$ cat config.mk
export PLATFORM = sky130hd
export DESIGN_NAME = tep_radius
export DESIGN_NICKNAME = d
export VERILOG_FILES = /design/src/hw/rtl/tep_pkg.sv /design/src/hw/rtl/tep_radius.sv
export SDC_FILE = /design/constraint.sdc
export NUM_CORES = 1
export LEC_CHECK = 0
export ABC_AREA = 1
export BUFFER_PORTS_ARGS = -buffer_cell sky130_fd_sc_hd__buf_2
export CELL_PAD_IN_SITES_DETAIL_PLACEMENT = 1
export CELL_PAD_IN_SITES_GLOBAL_PLACEMENT = 1
export CORE_MARGIN = 2
export CORE_UTILIZATION = 45
export CTS_CLUSTER_DIAMETER = 80
export DETAILED_ROUTE_END_ITERATION = 8
export PLACE_DENSITY = 0.75
export SLEW_MARGIN = 20
export SYNTH_ARGS = -nofsm -noshare
export SYNTH_HDL_FRONTEND = slang
export SYNTH_SLANG_ARGS = --single-unit
export TNS_END_PERCENT = 30
$ cat constraint.sdc
create_clock -name clk -period 12.11 [get_ports clk]
set_input_delay 0.6055 -clock clk [delete_from_list [all_inputs] [get_ports clk]]
set_output_delay 0.6055 -clock clk [all_outputs]
set_load 0.05 [all_outputs]
$ cat src/hw/rtl/tep_pkg.sv
package tep_pkg;

  localparam int COORD_BITS_DEF = 10;
  localparam int CFG_BITS       = 11;
  localparam int TEX_BITS       = 8;
  localparam int COLOR_BITS     = 6;
  localparam int FC_BITS        = 8;
  localparam int FRAME_WRAP     = 200;
  localparam int PADDR_BITS     = 3;

  localparam logic [CFG_BITS-1:0] WIDTH_RESET  = 11'd320;
  localparam logic [CFG_BITS-1:0] HEIGHT_RESET = 11'd240;
  localparam logic [TEX_BITS-1:0] ANGLE_HALF   = 8'd128;

  typedef enum logic [0:0] {
    REG_FRAME_WIDTH  = 1'b0,
    REG_FRAME_HEIGHT = 1'b1
  } reg_idx_t;

  // Reciprocal: 2^26 / r by long division, one quotient bit a step.
  localparam int DIV_BITS   = 27;
  localparam int DIV_STEPS  = 4;
  localparam int DIV_STAGES = (DIV_BITS + DIV_STEPS - 1) / DIV_STEPS;
  // Square root of the 27-bit quotient, one result bit a step.
  localparam int SQ_ITERS   = 14;
  localparam int SQ_STEPS   = 4;
  localparam int SQ_STAGES  = (SQ_ITERS + SQ_STEPS - 1) / SQ_STEPS;

  localparam int COR_ITERS  = 16;
  localparam int COR_STEPS  = 4;
  localparam int COR_STAGES = COR_ITERS / COR_STEPS;
  localparam int ACC_BITS   = 18;

  localparam int LAT_RADIUS = 3;
  localparam int LAT_RSQRT  = DIV_STAGES + SQ_STAGES;
  localparam int LAT_CORDIC = COR_STAGES + 2;

  localparam logic signed [ACC_BITS-1:0] ATAN_TAB [COR_ITERS] = '{
    18'sd16384, 18'sd9672, 18'sd5110, 18'sd2594, 18'sd1302, 18'sd652, 18'sd326, 18'sd163,
    18'sd81, 18'sd41, 18'sd20, 18'sd10, 18'sd5, 18'sd3, 18'sd1, 18'sd1
  };

  typedef logic [TEX_BITS-1:0]   scroll_tab_t [256];
  typedef logic [COLOR_BITS-1:0] color_tab_t  [256];

  function automatic int diff_bits(int cb);
    return ((cb + 1 > CFG_BITS) ? cb + 1 : CFG_BITS) + 1;
  endfunction

  function automatic scroll_tab_t make_x_scroll();
    scroll_tab_t t;
    for (int i = 0; i < 256; i++) t[i] = TEX_BITS'((i * 256) / 100);
    return t;
  endfunction

  function automatic scroll_tab_t make_y_scroll();
    scroll_tab_t t;
    for (int i = 0; i < 256; i++) t[i] = TEX_BITS'((i * 256) / 200);
    return t;
  endfunction

  function automatic color_tab_t make_mod37();
    color_tab_t t;
    for (int i = 0; i < 256; i++) t[i] = COLOR_BITS'(i % 37);
    return t;
  endfunction

  localparam scroll_tab_t X_SCROLL  = make_x_scroll();
  localparam scroll_tab_t Y_SCROLL  = make_y_scroll();
  localparam color_tab_t  MOD37_TAB = make_mod37();

endpackage

$ cat src/hw/rtl/tep_radius.sv
module tep_radius #(
  parameter int COORD_BITS = tep_pkg::COORD_BITS_DEF,
  localparam int DW = tep_pkg::diff_bits(COORD_BITS)
) (
  input  logic                          clk,
  input  logic                          en,
  input  logic [COORD_BITS-1:0]         pixel_x,
  input  logic [COORD_BITS-1:0]         pixel_y,
  input  logic [tep_pkg::CFG_BITS-1:0]  frame_width,
  input  logic [tep_pkg::CFG_BITS-1:0]  frame_height,
  output logic signed [DW-1:0]          dx,
  output logic signed [DW-1:0]          dy,
  output logic [2*DW-1:0]               r
);
  import tep_pkg::*;

  logic signed [DW-1:0]   dx_a, dy_a, dx_b, dy_b;
  logic signed [2*DW-1:0] dx2, dy2;

  always_ff @(posedge clk) begin
    if (en) begin
      dx_a <= $signed(DW'({pixel_x, 1'b0})) - $signed(DW'(frame_width));
      dy_a <= $signed(DW'({pixel_y, 1'b0})) - $signed(DW'(frame_height));
      dx2  <= dx_a * dx_a;
      dy2  <= dy_a * dy_a;
      dx_b <= dx_a;
      dy_b <= dy_a;
      r    <= $unsigned(dx2) + $unsigned(dy2);
      dx   <= dx_b;
      dy   <= dy_b;
    end
  end

endmodule

======== Word level (Yosys, flattened, before mapping) ========
Cells that the tools add are included.
word-level totals
  flip-flop bits (word level) ............. 144
  latch bits .............................. 0
  memory bits (writable) .................. 0
  memory bits (read-only) ................. 0
  bits of input ports ..................... 44
  output and inout bits ................... 48
  logic and storage cells ................. 14
  memories kept ........................... 0
operators by class
  add/subtract/negate cells ............... 3
  $mul .................................... 2
  divide/modulo/power cells ............... 0
  magnitude comparators ................... 0
  eq/ne operators ......................... 0
  shift-type cells ........................ 0
  multiplexer cells ....................... 0
  bitwise gates (word level) .............. 0
  reductions and logical operators ........ 0
operator list
  operator        count
  $mul 12x12->24  2
  $add 24x24->24  1
  $sub 11x11->12  2

======== Logic depth before layout (Yosys ltp) ========
Gate-level depths: netlist (run 1).
  depth after elaboration ................. 1
  depth in mapped cells ................... 24
  depth with buffers taken out ............ 23

======== Worst setup path before layout (run 1) ========
Ideal clock, no wire load.
  path type ............................... register to register
  start ................................... register dx_a[11]
  end ..................................... register dx2[23] (data pin)
  setup time .............................. 0.252 ns
  arrival ................................. 4.638 ns
  required time ........................... 11.858 ns
  path slack .............................. 7.220 ns
  stages on the path, launching flop included .. 19
  buffers on the path ..................... 1
  period minus slack after synthesis ...... 4.890 ns
  path through ............................ edfxtp_1 clkbuf_1 nand2_1 fa_1 inv_1 fa_1 inv_1 fa_1 fa_1 fa_1 inv_1 ha_1 nand4_1 nor2_2 nand4_1 inv_1 nor2_1 nand2_1 nand2_1
between the ends
  longest elaborated chain between the ends .. 1
ends and longest elaborated chain
  element                 line              RTL
  start, declared         tep_radius.sv:17  logic signed [DW-1:0] dx_a, dy_a, dx_b, dy_b;
  start signal, assigned  tep_radius.sv:22  dx_a <= $signed(DW'({pixel_x, 1'b0})) - $signed(DW'(frame_width));
  $mul 12x12->24          tep_radius.sv:24  dx2 <= dx_a * dx_a;
  end signal, assigned    tep_radius.sv:24
  end, declared           tep_radius.sv:18  logic signed [2*DW-1:0] dx2, dy2;
Every way passes these cells.
A chain may end at the register's enable or synchronous reset.

======== Final worst setup path (run 1) ========
  start ................................... register dx_a[3]
  end ..................................... register dx2[22] (data pin)
Same word-level chain as after synthesis.

==> impl_metrics.prom, run 1 <==
# TYPE chip_impl_metric gauge
chip_impl_metric{name="syn_avg_cell_area",unit="sq um"} 8.76
chip_impl_metric{name="ys_async_sr_fraction",unit="%"} 0
chip_impl_metric{name="ctsHtreeMaxLevel",unit=""} 4
chip_impl_metric{name="timing.slew.headroom",unit="%"} 29.5
chip_impl_metric{name="fmaxAchievable",unit="MHz"} 180
chip_impl_info{name="clock_tree.root_cell",value="sky130_fd_sc_hd__clkbuf_16"} 1
chip_impl_metric{name="grt_start_max_net_pins",unit=""} 79
chip_impl_metric{name="timing.final.crit_share",unit="%"} 45.9
chip_impl_metric{name="synth_nets",unit=""} 2431
chip_impl_metric{name="diodes",unit=""} 0
chip_impl_info{name="timing.critical_path.from",value="dx_a[3]"} 1
chip_impl_metric{name="sequential_fraction_of_the_synthesis_area",unit="%"} 24.2
chip_impl_metric{name="simple_gate_portion_of_the_synthesized_area",unit="%"} 16.6
chip_impl_metric{name="floorplan.io_pins",unit=""} 92
chip_impl_metric{name="grt_first_pass_wirelength",unit="um"} 70700
chip_impl_metric{name="postRouteWirelength",unit="um"} 40900
chip_impl_metric{name="place_congestion",unit=""} 0.860
chip_impl_metric{name="number_of_flops_mapped_to_enable_cells_by_yosys",unit=""} 140
chip_impl_metric{name="yosys.cell_types.count",unit=""} 35
chip_impl_metric{name="vias_in_the_first_global_route",unit=""} 14700
chip_impl_metric{name="layout_min_cycle_time",unit="ns"} 5.56
chip_impl_metric{name="reg2reg_setup_slack",unit="ns"} 6.55
chip_impl_info{name="post_synth_main_area_contributors",value="sky130_fd_sc_hd__fa_1 (29%), sky130_fd_sc_hd__edfxtp_1 (24%), sky130_fd_sc_hd__inv_1 (12%)"} 1
chip_impl_metric{name="cap_viol_max_count",unit=""} 0
chip_impl_metric{name="hold_viol_final",unit=""} 0
chip_impl_info{name="tritoncts",value="yes"} 1
chip_impl_info{name="critPathCaptureType",value="flop"} 1
chip_impl_metric{name="num_vias",unit=""} 12700
chip_impl_info{name="timing.hold.worst.class",value="in -> reg"} 1
chip_impl_metric{name="min_delay_path_depth",unit=""} 1
chip_impl_metric{name="antenna_found_initial",unit=""} 0
chip_impl_info{name="critical_path.startpoint_type",value="flop"} 1
chip_impl_metric{name="global_route.usage.total",unit="%"} 21.9
chip_impl_metric{name="netlist.area_leader.share",unit="%"} 28.7
chip_impl_metric{name="worstPathRequired",unit="ns"} 12.32
chip_impl_metric{name="detail-route-antenna-nets",unit=""} 0
chip_impl_metric{name="numCtsBuffers",unit=""} 17
chip_impl_metric{name="maximum_net_fanout_on_the_critical_path",unit=""} 14
chip_impl_metric{name="cts.sink_count",unit=""} 140
chip_impl_metric{name="cp.arrival",unit="ns"} 5.78
chip_impl_metric{name="synth_seq_cells",unit=""} 140
chip_impl_metric{name="ctsLongestPathBuffers",unit=""} 2
chip_impl_info{name="synth_top_area_cell",value="sky130_fd_sc_hd__fa_1"} 1
chip_impl_info{name="synth_top_family_by_area",value="adder cells"} 1
chip_impl_metric{name="clkLatencyLatePin",unit="ns"} 0.46
chip_impl_metric{name="synth_xor_xnor_area_share",unit="%"} 3.23
chip_impl_info{name="endpoint",value="dx2[22]"} 1
chip_impl_info{name="netlist_top_cells_count",value="sky130_fd_sc_hd__inv_1 (550), sky130_fd_sc_hd__nand2_1 (450), sky130_fd_sc_hd__fa_1 (249), sky130_fd_sc_hd__ha_1 (156), sky130_fd_sc_hd__edfxtp_1 (140)"} 1
chip_impl_metric{name="initial_core_util",unit="%"} 45.9
chip_impl_info{name="synth.most_common_cell",value="sky130_fd_sc_hd__inv_1"} 1
chip_impl_metric{name="initialDrtViolationCount",unit=""} 459
chip_impl_metric{name="slew_violations",unit=""} 0
chip_impl_info{name="setup_repair_after_global_routing_missed_its_margin",value="no"} 1
chip_impl_metric{name="synth.mux.area_fraction",unit="%"} 0
chip_impl_metric{name="fraction_of_the_mapped_netlist_area_in_compound_gates",unit="%"} 3.35
chip_impl_metric{name="setup_viol",unit=""} 0
chip_impl_metric{name="setup_tns",unit="ns"} 0
chip_impl_metric{name="post-route-drc-count",unit=""} 0
chip_impl_info{name="synth-main-ff-cell",value="sky130_fd_sc_hd__edfxtp_1"} 1
chip_impl_metric{name="die_x",unit="um"} 200
chip_impl_metric{name="drt_pre_antenna_iters",unit=""} 5
chip_impl_info{name="timing.setup.critical_path_class",value="reg -> reg"} 1
chip_impl_metric{name="synthesis.area",unit="sq um"} 17400
chip_impl_metric{name="dp.final_hpwl",unit="um"} 34600
chip_impl_metric{name="layout-area-overhead-vs-synth",unit="%"} 9.27
chip_impl_metric{name="synth_warnings",unit=""} 0
chip_impl_metric{name="cts.hold.buffers_added",unit=""} 0
chip_impl_metric{name="post_route_cells_drive_above_1_share",unit="%"} 8.46
chip_impl_metric{name="post_synthesis_instance_total",unit=""} 1982
chip_impl_metric{name="floorplan.core_area",unit="sq um"} 37800
chip_impl_metric{name="wl_per_cell",unit="um"} 15.8
chip_impl_metric{name="die_h",unit="um"} 200
chip_impl_metric{name="vias_per_cell",unit=""} 4.91
chip_impl_metric{name="buffer_ports.inserted",unit=""} 91
chip_impl_metric{name="worstRegToRegCells",unit=""} 15
chip_impl_metric{name="fin_worst_skew",unit="ns"} 0.00904
chip_impl_metric{name="ctsResizeCount",unit=""} 0
chip_impl_metric{name="design.final.nets",unit=""} 2516
chip_impl_info{name="worstReg2RegStart",value="dx_a[3]"} 1
chip_impl_metric{name="globalRoute.totalOverflow",unit=""} 0
chip_impl_metric{name="synth-adder-area-share",unit="%"} 40.0
chip_impl_info{name="run_status",value="complete, no violations"} 1
chip_impl_metric{name="max_slew.worst_pin.slew",unit="ns"} 1.06
chip_impl_info{name="reg_to_reg_endpoint",value="dx2[22]"} 1
chip_impl_metric{name="die_outline_area",unit="sq um"} 40200
chip_impl_metric{name="worst_path_clk_slew",unit="ns"} 0.06
chip_impl_metric{name="core.rowCount",unit=""} 71
chip_impl_metric{name="cts.repair_timing.setup_buffer_count",unit=""} 0
==> how the worst min path moves through the flow <==
stage                     from  endpoint
2_1_floorplan         dx_b[10]    dx[10]
3_3_place_gp           dy_b[1]     dy[1]
3_5_place_dp           dx_b[4]     dx[4]
4_1_cts        frame_height[0]   dy_a[0]
5_1_grt        frame_height[0]   dy_a[0]
6_report       frame_height[0]   dy_a[0]
==> metal layers <==
layer,GRT usage [%],routed length (um),share of wire [%],up-vias
li1,-,-,-,6105
met1,26.9,17700,43,6392
met2,40.3,21300,52,186
met3,2.84,1230,3.0,43
met4,6.11,660,1.6,0
met5,0,0,0,-
==> registers in the layout (all words and copies together), names as in the netlist <==
name / cells
dy_a: 12
dx2: 22
dx_a: 12
dx: 12
dy: 12
dy_b: 12
dy2: 22
r: 24
dx_b: 12
==> stage by stage <==
| step | instance area, sq um | worst slack [ns] | hold slack (ns) | std cells | utilization (%) |
|---|---|---|---|---|---|
| 2_1_floorplan | 17400 | 7.22 | 0.400 | 1982 | - |
| 3_3_place_gp | 18400 | 6.74 | 0.400 | 2559 | 48.5 |
| 3_5_place_dp | 18400 | 6.61 | 0.406 | 2559 | 48.5 |
| 4_1_cts | 19000 | 6.54 | 0.353 | 2591 | 50.1 |
| 5_1_grt | 19000 | 6.21 | 0.367 | 2591 | 50.1 |
| 6_report | 19000 | 6.55 | 0.379 | 2591 | 50.1 |
==> cells by family after synthesis <==
logic type / Yosys count
buffers and inverters: 585
AO/OA/AOI/OAI: 103
AND/OR/NAND/NOR: 685
adder cells (fa/ha/maj): 405
flip-flops: 140
XOR/XNOR: 64
==> placed cells by master (no fill, tap or decap), types with 17 or more instances in the layout <==
cell type,Yosys,layout
sky130_fd_sc_hd__fa_1,249,249
sky130_fd_sc_hd__buf_2,0,90
sky130_fd_sc_hd__o21ai_0,17,17
sky130_fd_sc_hd__ha_1,156,156
sky130_fd_sc_hd__clkbuf_16,0,17
sky130_fd_sc_hd__xnor2_1,17,17
sky130_fd_sc_hd__nand3_1,72,72
sky130_fd_sc_hd__a21oi_1,59,59
sky130_fd_sc_hd__edfxtp_1,140,140
sky130_fd_sc_hd__nand4_1,17,17
sky130_fd_sc_hd__xor2_1,47,47
sky130_fd_sc_hd__nand2_1,450,450
sky130_fd_sc_hd__nor2_1,95,95
sky130_fd_sc_hd__inv_1,550,550
==> critical path, stage by stage (launching register included) <==
cell,delay (ns)
sky130_fd_sc_hd__edfxtp_1,0.72
sky130_fd_sc_hd__nand2_1,0.29
sky130_fd_sc_hd__fa_1,0.72
sky130_fd_sc_hd__inv_1,0.15
sky130_fd_sc_hd__fa_1,0.60
sky130_fd_sc_hd__inv_1,0.13
sky130_fd_sc_hd__fa_1,0.57
sky130_fd_sc_hd__fa_1,0.43
sky130_fd_sc_hd__fa_1,0.49
sky130_fd_sc_hd__inv_1,0.04
sky130_fd_sc_hd__ha_1,0.38
sky130_fd_sc_hd__nand2_1,0.18
sky130_fd_sc_hd__nor3_2,0.22
sky130_fd_sc_hd__nand3_1,0.18
sky130_fd_sc_hd__nand4_1,0.16
sky130_fd_sc_hd__nand2_1,0.06
==> area by class of cell <==
| cell class | instances | area, sq um |
|---|---|---|
| Inverter | 559 | 2100 |
| Clock inverter | 14 | 170 |
| Sequential cell | 140 | 4200 |
| Timing Repair Buffer | 92 | 469 |
| Clock buffer | 18 | 429 |
| Multi-Input combinational cell | 1257 | 11000 |
| Tap cell | 511 | 639 |
| Fill cell | 4577 | 18900 |
Power of run 1 is not shown: default switching activity piles up to over one toggle a cycle in this logic, so the estimate is an artifact.
==> run 2, diff against run 1 <==
ABC_AREA = 0   (was 1)
PLACE_DENSITY = 0.72   (was 0.75)
clock period = 5.52 ns   (was 12.11 ns; I/O delays follow)
==> impl_metrics.prom, run 2 <==
# TYPE chip_impl_metric gauge
chip_impl_metric{name="fin_worst_skew",unit="ns"} 0.00916
chip_impl_metric{name="cap_viol_max_count",unit=""} 0
chip_impl_metric{name="timing.final.crit_share",unit="%"} 97.5
chip_impl_metric{name="min_delay_path_depth",unit=""} 1
chip_impl_info{name="global_route.peak_usage_layer",value="met2"} 1
chip_impl_metric{name="buffer_ports.inserted",unit=""} 91
chip_impl_metric{name="netlist.area_leader.share",unit="%"} 31.5
chip_impl_info{name="setup_repair_after_global_routing_missed_its_margin",value="yes"} 1
chip_impl_metric{name="reg2reg_setup_slack",unit="ns"} 0.14
chip_impl_info{name="post_synth_main_area_contributors",value="sky130_fd_sc_hd__fa_1 (31%), sky130_fd_sc_hd__edfxtp_1 (27%), sky130_fd_sc_hd__ha_1 (12%)"} 1
chip_impl_metric{name="placed_instance_area",unit="sq um"} 17200
chip_impl_info{name="run_status",value="complete, no violations"} 1
chip_impl_metric{name="maximum_net_fanout_on_the_critical_path",unit=""} 5
chip_impl_metric{name="synth_seq_cells",unit=""} 140
chip_impl_metric{name="postRouteWirelength",unit="um"} 34500
chip_impl_metric{name="clkLatencyLatePin",unit="ns"} 0.46
chip_impl_metric{name="timing.slew.headroom",unit="%"} 38.0
chip_impl_metric{name="die_outline_area",unit="sq um"} 36700
chip_impl_metric{name="sequential_fraction_of_the_synthesis_area",unit="%"} 26.5
chip_impl_metric{name="cts.sink_count",unit=""} 140
chip_impl_metric{name="detail-route-antenna-nets",unit=""} 0
chip_impl_metric{name="syn_avg_cell_area",unit="sq um"} 10.8
chip_impl_metric{name="worstRegToRegCells",unit=""} 21
chip_impl_info{name="timing.setup.critical_path_class",value="reg -> reg"} 1
chip_impl_metric{name="post-route-drc-count",unit=""} 0
chip_impl_metric{name="post_route_cells_drive_above_1_share",unit="%"} 15.2
chip_impl_info{name="reg_to_reg_endpoint",value="dy2[23]"} 1
chip_impl_metric{name="worstPathRequired",unit="ns"} 5.72
chip_impl_metric{name="die_h",unit="um"} 192
chip_impl_metric{name="setup_viol",unit=""} 0
chip_impl_info{name="worst_min_delay_path_startpoint",value="frame_width[0]"} 1
chip_impl_metric{name="antenna_found_initial",unit=""} 1
chip_impl_metric{name="wl_per_cell",unit="um"} 16.4
chip_impl_info{name="final_cell_mix",value="sky130_fd_sc_hd__inv_1 (368), sky130_fd_sc_hd__fa_1 (249), sky130_fd_sc_hd__ha_1 (151)"} 1
chip_impl_metric{name="number_of_flops_mapped_to_enable_cells_by_yosys",unit=""} 140
chip_impl_metric{name="final.hold.worst_slack",unit="ns"} 0.0564
chip_impl_metric{name="globalRoute.totalOverflow",unit=""} 0
chip_impl_metric{name="yosys.cell_types.count",unit=""} 55
chip_impl_metric{name="num_vias",unit=""} 10500
chip_impl_metric{name="floorplan.io_pins",unit=""} 92
chip_impl_metric{name="drt_pre_antenna_iters",unit=""} 5
chip_impl_metric{name="global_route.usage.met2",unit="%"} 36.9
chip_impl_metric{name="layout-area-overhead-vs-synth",unit="%"} 14.8
chip_impl_info{name="tritoncts",value="yes"} 1
chip_impl_metric{name="grt_start_max_net_pins",unit=""} 97
chip_impl_metric{name="ctsHtreeMaxLevel",unit=""} 4
chip_impl_metric{name="global_route.usage.total",unit="%"} 20.7
chip_impl_metric{name="slew_violations",unit=""} 0
chip_impl_info{name="netlist_top_cells_count",value="sky130_fd_sc_hd__inv_1 (369), sky130_fd_sc_hd__fa_1 (249), sky130_fd_sc_hd__ha_1 (156), sky130_fd_sc_hd__edfxtp_1 (140), sky130_fd_sc_hd__nand2_1 (76)"} 1
chip_impl_metric{name="layout_min_cycle_time",unit="ns"} 5.38
chip_impl_metric{name="synth_nets",unit=""} 1914
chip_impl_metric{name="design.final.nets",unit=""} 2082
chip_impl_info{name="critical_path.startpoint_type",value="flop"} 1
chip_impl_info{name="worstReg2RegStart",value="dy_a[4]"} 1
chip_impl_metric{name="vias_in_the_first_global_route",unit=""} 11900
chip_impl_metric{name="hold_viol_final",unit=""} 0
chip_impl_metric{name="synthesis.area",unit="sq um"} 15800
chip_impl_metric{name="setup_tns",unit="ns"} 0
chip_impl_metric{name="initialDrtViolationCount",unit=""} 419
chip_impl_metric{name="worst_path_clk_slew",unit="ns"} 0.07
chip_impl_metric{name="vias_per_cell",unit=""} 4.99
chip_impl_metric{name="gr-usage-met3",unit="%"} 3.05
chip_impl_info{name="synth.most_common_cell",value="sky130_fd_sc_hd__inv_1"} 1
chip_impl_metric{name="core.rowCount",unit=""} 68
chip_impl_metric{name="largest_register_ff_count",unit=""} 24
chip_impl_metric{name="post_synthesis_instance_total",unit=""} 1465
chip_impl_info{name="mostFrequentLayoutCell",value="sky130_fd_sc_hd__inv_1"} 1
chip_impl_info{name="clock_tree.root_cell",value="sky130_fd_sc_hd__clkbuf_16"} 1
chip_impl_info{name="reg_top3",value="r x24, dx2 x22, dy2 x22"} 1
chip_impl_metric{name="ctsLongestPathBuffers",unit=""} 2
chip_impl_metric{name="initial_core_util",unit="%"} 45.8
chip_impl_info{name="registers.top_by_ff_count",value="r"} 1
chip_impl_metric{name="die_x",unit="um"} 192
chip_impl_metric{name="filler_cell_count",unit=""} 3757
chip_impl_info{name="hold-path-endpoint",value="dx_a[0]"} 1
chip_impl_info{name="critPathCaptureType",value="flop"} 1
chip_impl_metric{name="place_congestion",unit=""} 0.824
chip_impl_metric{name="numCtsBuffers",unit=""} 17
chip_impl_metric{name="post-route-util",unit="%"} 52.5
chip_impl_metric{name="dp.final_hpwl",unit="um"} 27700
chip_impl_metric{name="max_slew.worst_pin.slew",unit="ns"} 0.931
chip_impl_info{name="synth_top_area_cell",value="sky130_fd_sc_hd__fa_1"} 1
chip_impl_metric{name="ys_async_sr_fraction",unit="%"} 0
chip_impl_metric{name="grt_first_pass_wirelength",unit="um"} 58900
chip_impl_info{name="timing.hold.worst.class",value="in -> reg"} 1
chip_impl_metric{name="fmaxAchievable",unit="MHz"} 186
chip_impl_info{name="synth-main-ff-cell",value="sky130_fd_sc_hd__edfxtp_1"} 1
chip_impl_metric{name="synth_warnings",unit=""} 0
chip_impl_metric{name="cp.arrival",unit="ns"} 5.58
chip_impl_metric{name="floorplan.core_area",unit="sq um"} 34600
chip_impl_metric{name="groute.layer.met1.usage",unit="%"} 26.2
chip_impl_metric{name="layout.cell_area.non_filler",unit="sq um"} 18200
-- run 2: timing repair --
item / in CTS / in global routing
pin swaps: 0 / 4
hold buffers: 0 / 0
resized for setup: 8 / 34
cloned: 0 / 0
setup buffers: 0 / 23
setup endpoints to repair: 4 / 9
hold endpoints to repair: 0 / 0
-- run 2: worst max-delay path by stage --
stage	startpoint	endpoint	slack, ns	depth (start not counted)
4_1_cts	dx_a[3]	dx2[22]	-0.02	21
6_report	dy_a[4]	dy2[23]	0.14	21
5_1_grt	dy_a[4]	dy2[23]	-0.09	21
3_3_place_gp	dx_a[5]	dx2[22]	0.07	20
2_1_floorplan	dx_a[8]	dx2[22]	0.05	22
3_5_place_dp	dx_a[2]	dx2[22]	-0.12	19
-- run 2: per-stage QoR --
stage          instances  setup WS (ns)
2_1_floorplan       1465         0.0504
3_3_place_gp        2046         0.0742
3_5_place_dp        2046         -0.118
4_1_cts             2078        -0.0197
5_1_grt             2102        -0.0898
6_report            2102          0.138
-- run 2: layer usage --
layer  share of wire (%)  wire (um)
met5                   0          0
met4                 1.5        501
met3                 2.6        889
met2                  53      18100
met1                  43      15000
-- run 2: logic make-up after synthesis --
group	count (synthesis)	synth area share, %
flops	140	26.5
xor+xnor	85	4.70
simple gates	288	9.03
buf+inv	396	9.38
fa+ha+maj	405	43.8
compound gates	148	6.38
mux	3	0.190
-- run 2: critical path, stage by stage, from the launching register on --
cell and delay (ns):
sky130_fd_sc_hd__edfxtp_1 0.45, sky130_fd_sc_hd__inv_1 0.11, sky130_fd_sc_hd__nor2_2 0.13, sky130_fd_sc_hd__inv_1 0.07
sky130_fd_sc_hd__fa_1 0.48, sky130_fd_sc_hd__inv_1 0.06, sky130_fd_sc_hd__fa_1 0.53, sky130_fd_sc_hd__inv_1 0.05
sky130_fd_sc_hd__fa_1 0.47, sky130_fd_sc_hd__inv_1 0.05, sky130_fd_sc_hd__fa_1 0.47, sky130_fd_sc_hd__inv_1 0.05
sky130_fd_sc_hd__fa_1 0.47, sky130_fd_sc_hd__inv_1 0.04, sky130_fd_sc_hd__ha_1 0.30, sky130_fd_sc_hd__a21o_1 0.18
sky130_fd_sc_hd__a221o_1 0.38, sky130_fd_sc_hd__a21o_1 0.22, sky130_fd_sc_hd__a21oi_2 0.21, sky130_fd_sc_hd__a21oi_2 0.11
sky130_fd_sc_hd__and3_1 0.17, sky130_fd_sc_hd__nand4b_1 0.15
-- run 2: cell type report --
class / instances / area (sq um) / share of cell area (%)
tap: 455 / 569 / 3.13
multi-input combinational: 929 / 10300 / 56.6
inverter: 371 / 1390 / 7.66
clock buffer: 17 / 425 / 2.34
antenna: 1 / 2.50 / 0.0138
clock inverter: 15 / 194 / 1.07
sequential: 140 / 4200 / 23.1
timing repair buffer: 174 / 1110 / 6.08
Power of run 2 is left out for the same reason.
==> run 3, diff against run 2 <==
BUFFER_PORTS_ARGS = default   (was -buffer_cell sky130_fd_sc_hd__buf_2)
CTS_CLUSTER_SIZE = 24   (was default)
DONT_BUFFER_PORTS = 1   (was default)
PLACE_DENSITY = 0.69   (was 0.72)
==> impl_metrics.prom, run 3 (synthesis gave the netlist of run 2 again) <==
# TYPE chip_impl_metric gauge
chip_impl_metric{name="design.final.nets",unit=""} 2005
chip_impl_info{name="clock_tree.root_cell",value="sky130_fd_sc_hd__clkbuf_16"} 1
chip_impl_metric{name="num_vias",unit=""} 10300
chip_impl_metric{name="largest_register_ff_count",unit=""} 24
chip_impl_metric{name="setup_viol",unit=""} 0
chip_impl_metric{name="hold_viol_final",unit=""} 0
chip_impl_info{name="run_status",value="complete, no violations"} 1
chip_impl_info{name="final_cell_mix",value="sky130_fd_sc_hd__inv_1 (363), sky130_fd_sc_hd__fa_1 (249), sky130_fd_sc_hd__ha_1 (149)"} 1
chip_impl_metric{name="layout_min_cycle_time",unit="ns"} 5.36
chip_impl_metric{name="slew_violations",unit=""} 0
chip_impl_metric{name="die_x",unit="um"} 192
chip_impl_metric{name="initialDrtViolationCount",unit=""} 333
chip_impl_metric{name="global_route.usage.total",unit="%"} 20.1
chip_impl_metric{name="clkLatencyLatePin",unit="ns"} 0.45
chip_impl_metric{name="fin_worst_skew",unit="ns"} 0.0162
chip_impl_metric{name="ctsHtreeMaxLevel",unit=""} 4
chip_impl_info{name="tritoncts",value="yes"} 1
chip_impl_metric{name="setup_tns",unit="ns"} 0
chip_impl_metric{name="die_outline_area",unit="sq um"} 36700
chip_impl_metric{name="maximum_net_fanout_on_the_critical_path",unit=""} 5
chip_impl_metric{name="post_route_cells_drive_above_1_share",unit="%"} 11.3
chip_impl_info{name="mostFrequentLayoutCell",value="sky130_fd_sc_hd__inv_1"} 1
chip_impl_metric{name="grt_first_pass_wirelength",unit="um"} 57500
chip_impl_metric{name="worstPathRequired",unit="ns"} 5.71
chip_impl_metric{name="wl_per_cell",unit="um"} 16.9
chip_impl_metric{name="initial_core_util",unit="%"} 45.8
chip_impl_info{name="reg_top3",value="r x24, dx2 x22, dy2 x22"} 1
chip_impl_metric{name="max_slew.worst_pin.slew",unit="ns"} 0.761
chip_impl_metric{name="diodes",unit=""} 0
chip_impl_metric{name="vias_per_cell",unit=""} 5.07
chip_impl_metric{name="postRouteWirelength",unit="um"} 34300
chip_impl_metric{name="cp.arrival",unit="ns"} 5.55
chip_impl_metric{name="numCtsBuffers",unit=""} 17
chip_impl_metric{name="floorplan.io_pins",unit=""} 92
chip_impl_metric{name="cap_viol_max_count",unit=""} 0
chip_impl_metric{name="post-route-drc-count",unit=""} 0
chip_impl_info{name="timing.setup.critical_path_class",value="reg -> reg"} 1
chip_impl_info{name="timing.hold.worst.class",value="in -> reg"} 1
chip_impl_metric{name="worst_path_clk_slew",unit="ns"} 0.07
chip_impl_metric{name="dp.final_hpwl",unit="um"} 27600
chip_impl_metric{name="layout-area-overhead-vs-synth",unit="%"} 12.8
chip_impl_metric{name="final.hold.worst_slack",unit="ns"} 0.169
chip_impl_metric{name="grt_start_max_net_pins",unit=""} 141
chip_impl_info{name="critPathCaptureType",value="flop"} 1
chip_impl_metric{name="die_h",unit="um"} 192
chip_impl_metric{name="place_congestion",unit=""} 0.792
chip_impl_metric{name="timing.slew.headroom",unit="%"} 48.7
chip_impl_metric{name="drt_pre_antenna_iters",unit=""} 5
chip_impl_metric{name="globalRoute.totalOverflow",unit=""} 0
chip_impl_metric{name="antenna_found_initial",unit=""} 1
chip_impl_metric{name="fmaxAchievable",unit="MHz"} 187
chip_impl_metric{name="filler_cell_count",unit=""} 3728
chip_impl_info{name="critical_path.startpoint_type",value="flop"} 1
chip_impl_metric{name="layout.cell_area.non_filler",unit="sq um"} 17900
chip_impl_metric{name="core.rowCount",unit=""} 68
chip_impl_metric{name="cts.sink_count",unit=""} 140
chip_impl_metric{name="floorplan.core_area",unit="sq um"} 34600
chip_impl_metric{name="timing.final.crit_share",unit="%"} 97.1
chip_impl_metric{name="placed_instance_area",unit="sq um"} 16800
chip_impl_info{name="setup_repair_after_global_routing_missed_its_margin",value="yes"} 1
chip_impl_info{name="registers.top_by_ff_count",value="r"} 1
chip_impl_metric{name="detail-route-antenna-nets",unit=""} 0
chip_impl_metric{name="ctsLongestPathBuffers",unit=""} 2
chip_impl_metric{name="buffer_ports.inserted",unit=""} 0
chip_impl_metric{name="vias_in_the_first_global_route",unit=""} 11700
-- run 3: worst paths after layout --
path	startpoint	endpoint	slack [ns]	cells past startpoint
setup / recovery	dy_a[3]	dy2[23]	0.16	19
hold / removal	frame_width[1]	dx_a[1]	0.17	2
hold reg to reg	dy_b[3]	dy[3]	0.42	0
setup reg to reg	dy_a[3]	dy2[23]	0.16	19
-- run 3: layout make-up --
cell class / count / area [sq um] / share of cell area (%)
Sequential cell: 140 / 4200 / 23.5
Inverter: 371 / 1390 / 7.79
Clock buffer: 20 / 437 / 2.44
Timing Repair Buffer: 97 / 777 / 4.35
Multi-Input combinational cell: 929 / 10400 / 58.0
Tap cell: 455 / 569 / 3.19
Clock inverter: 12 / 124 / 0.693
-- run 3: worst max-delay path, stage by stage, from the launching register on --
cell,delay (ns)
sky130_fd_sc_hd__edfxtp_1,0.47
sky130_fd_sc_hd__buf_4,0.20
sky130_fd_sc_hd__and2_1,0.19
sky130_fd_sc_hd__fa_1,0.51
sky130_fd_sc_hd__inv_1,0.06
sky130_fd_sc_hd__fa_1,0.47
sky130_fd_sc_hd__inv_1,0.05
sky130_fd_sc_hd__fa_1,0.49
sky130_fd_sc_hd__fa_1,0.52
sky130_fd_sc_hd__inv_1,0.05
sky130_fd_sc_hd__fa_1,0.49
sky130_fd_sc_hd__inv_2,0.05
sky130_fd_sc_hd__ha_4,0.22
sky130_fd_sc_hd__and3_4,0.15
sky130_fd_sc_hd__a221o_1,0.33
sky130_fd_sc_hd__a21o_1,0.25
sky130_fd_sc_hd__a21oi_4,0.20
sky130_fd_sc_hd__a21oi_2,0.09
sky130_fd_sc_hd__and3_1,0.14
sky130_fd_sc_hd__nand4b_1,0.16
-- run 3: routing by layer --
metal  vias to the layer above  share of wire (%)  track usage [%]
met3                        36                2.5             2.92
li1                       4798                  -                -
met2                       122                 52             35.8
met5                         -                  0                0
met1                      5304                 44             25.7
met4                         0                1.6             5.41
-- run 3: timing repair --
| action | in CTS | in global routing |
|---|---|---|
| setup endpoints to repair | 4 | 11 |
| pin swaps | 0 | 16 |
| hold buffers | 3 | 0 |
| setup buffers | 7 | 24 |
| resized for setup | 4 | 57 |
| endpoints found under the hold margin | 142 | 0 |
| cloned | 0 | 0 |
-- run 3: per-stage QoR --
| step | instances | util (%) | setup slack, ns |
|---|---|---|---|
| 2_1_floorplan | 1465 | - | 0.0504 |
| 3_3_place_gp | 1958 | 48.5 | 0.0844 |
| 3_5_place_dp | 1958 | 48.5 | -0.0752 |
| 4_1_cts | 2000 | 50.4 | -0.0127 |
| 5_1_grt | 2024 | 51.6 | -0.0533 |
| 6_report | 2024 | 51.6 | 0.162 |
Power of run 3 is left out for the same reason.
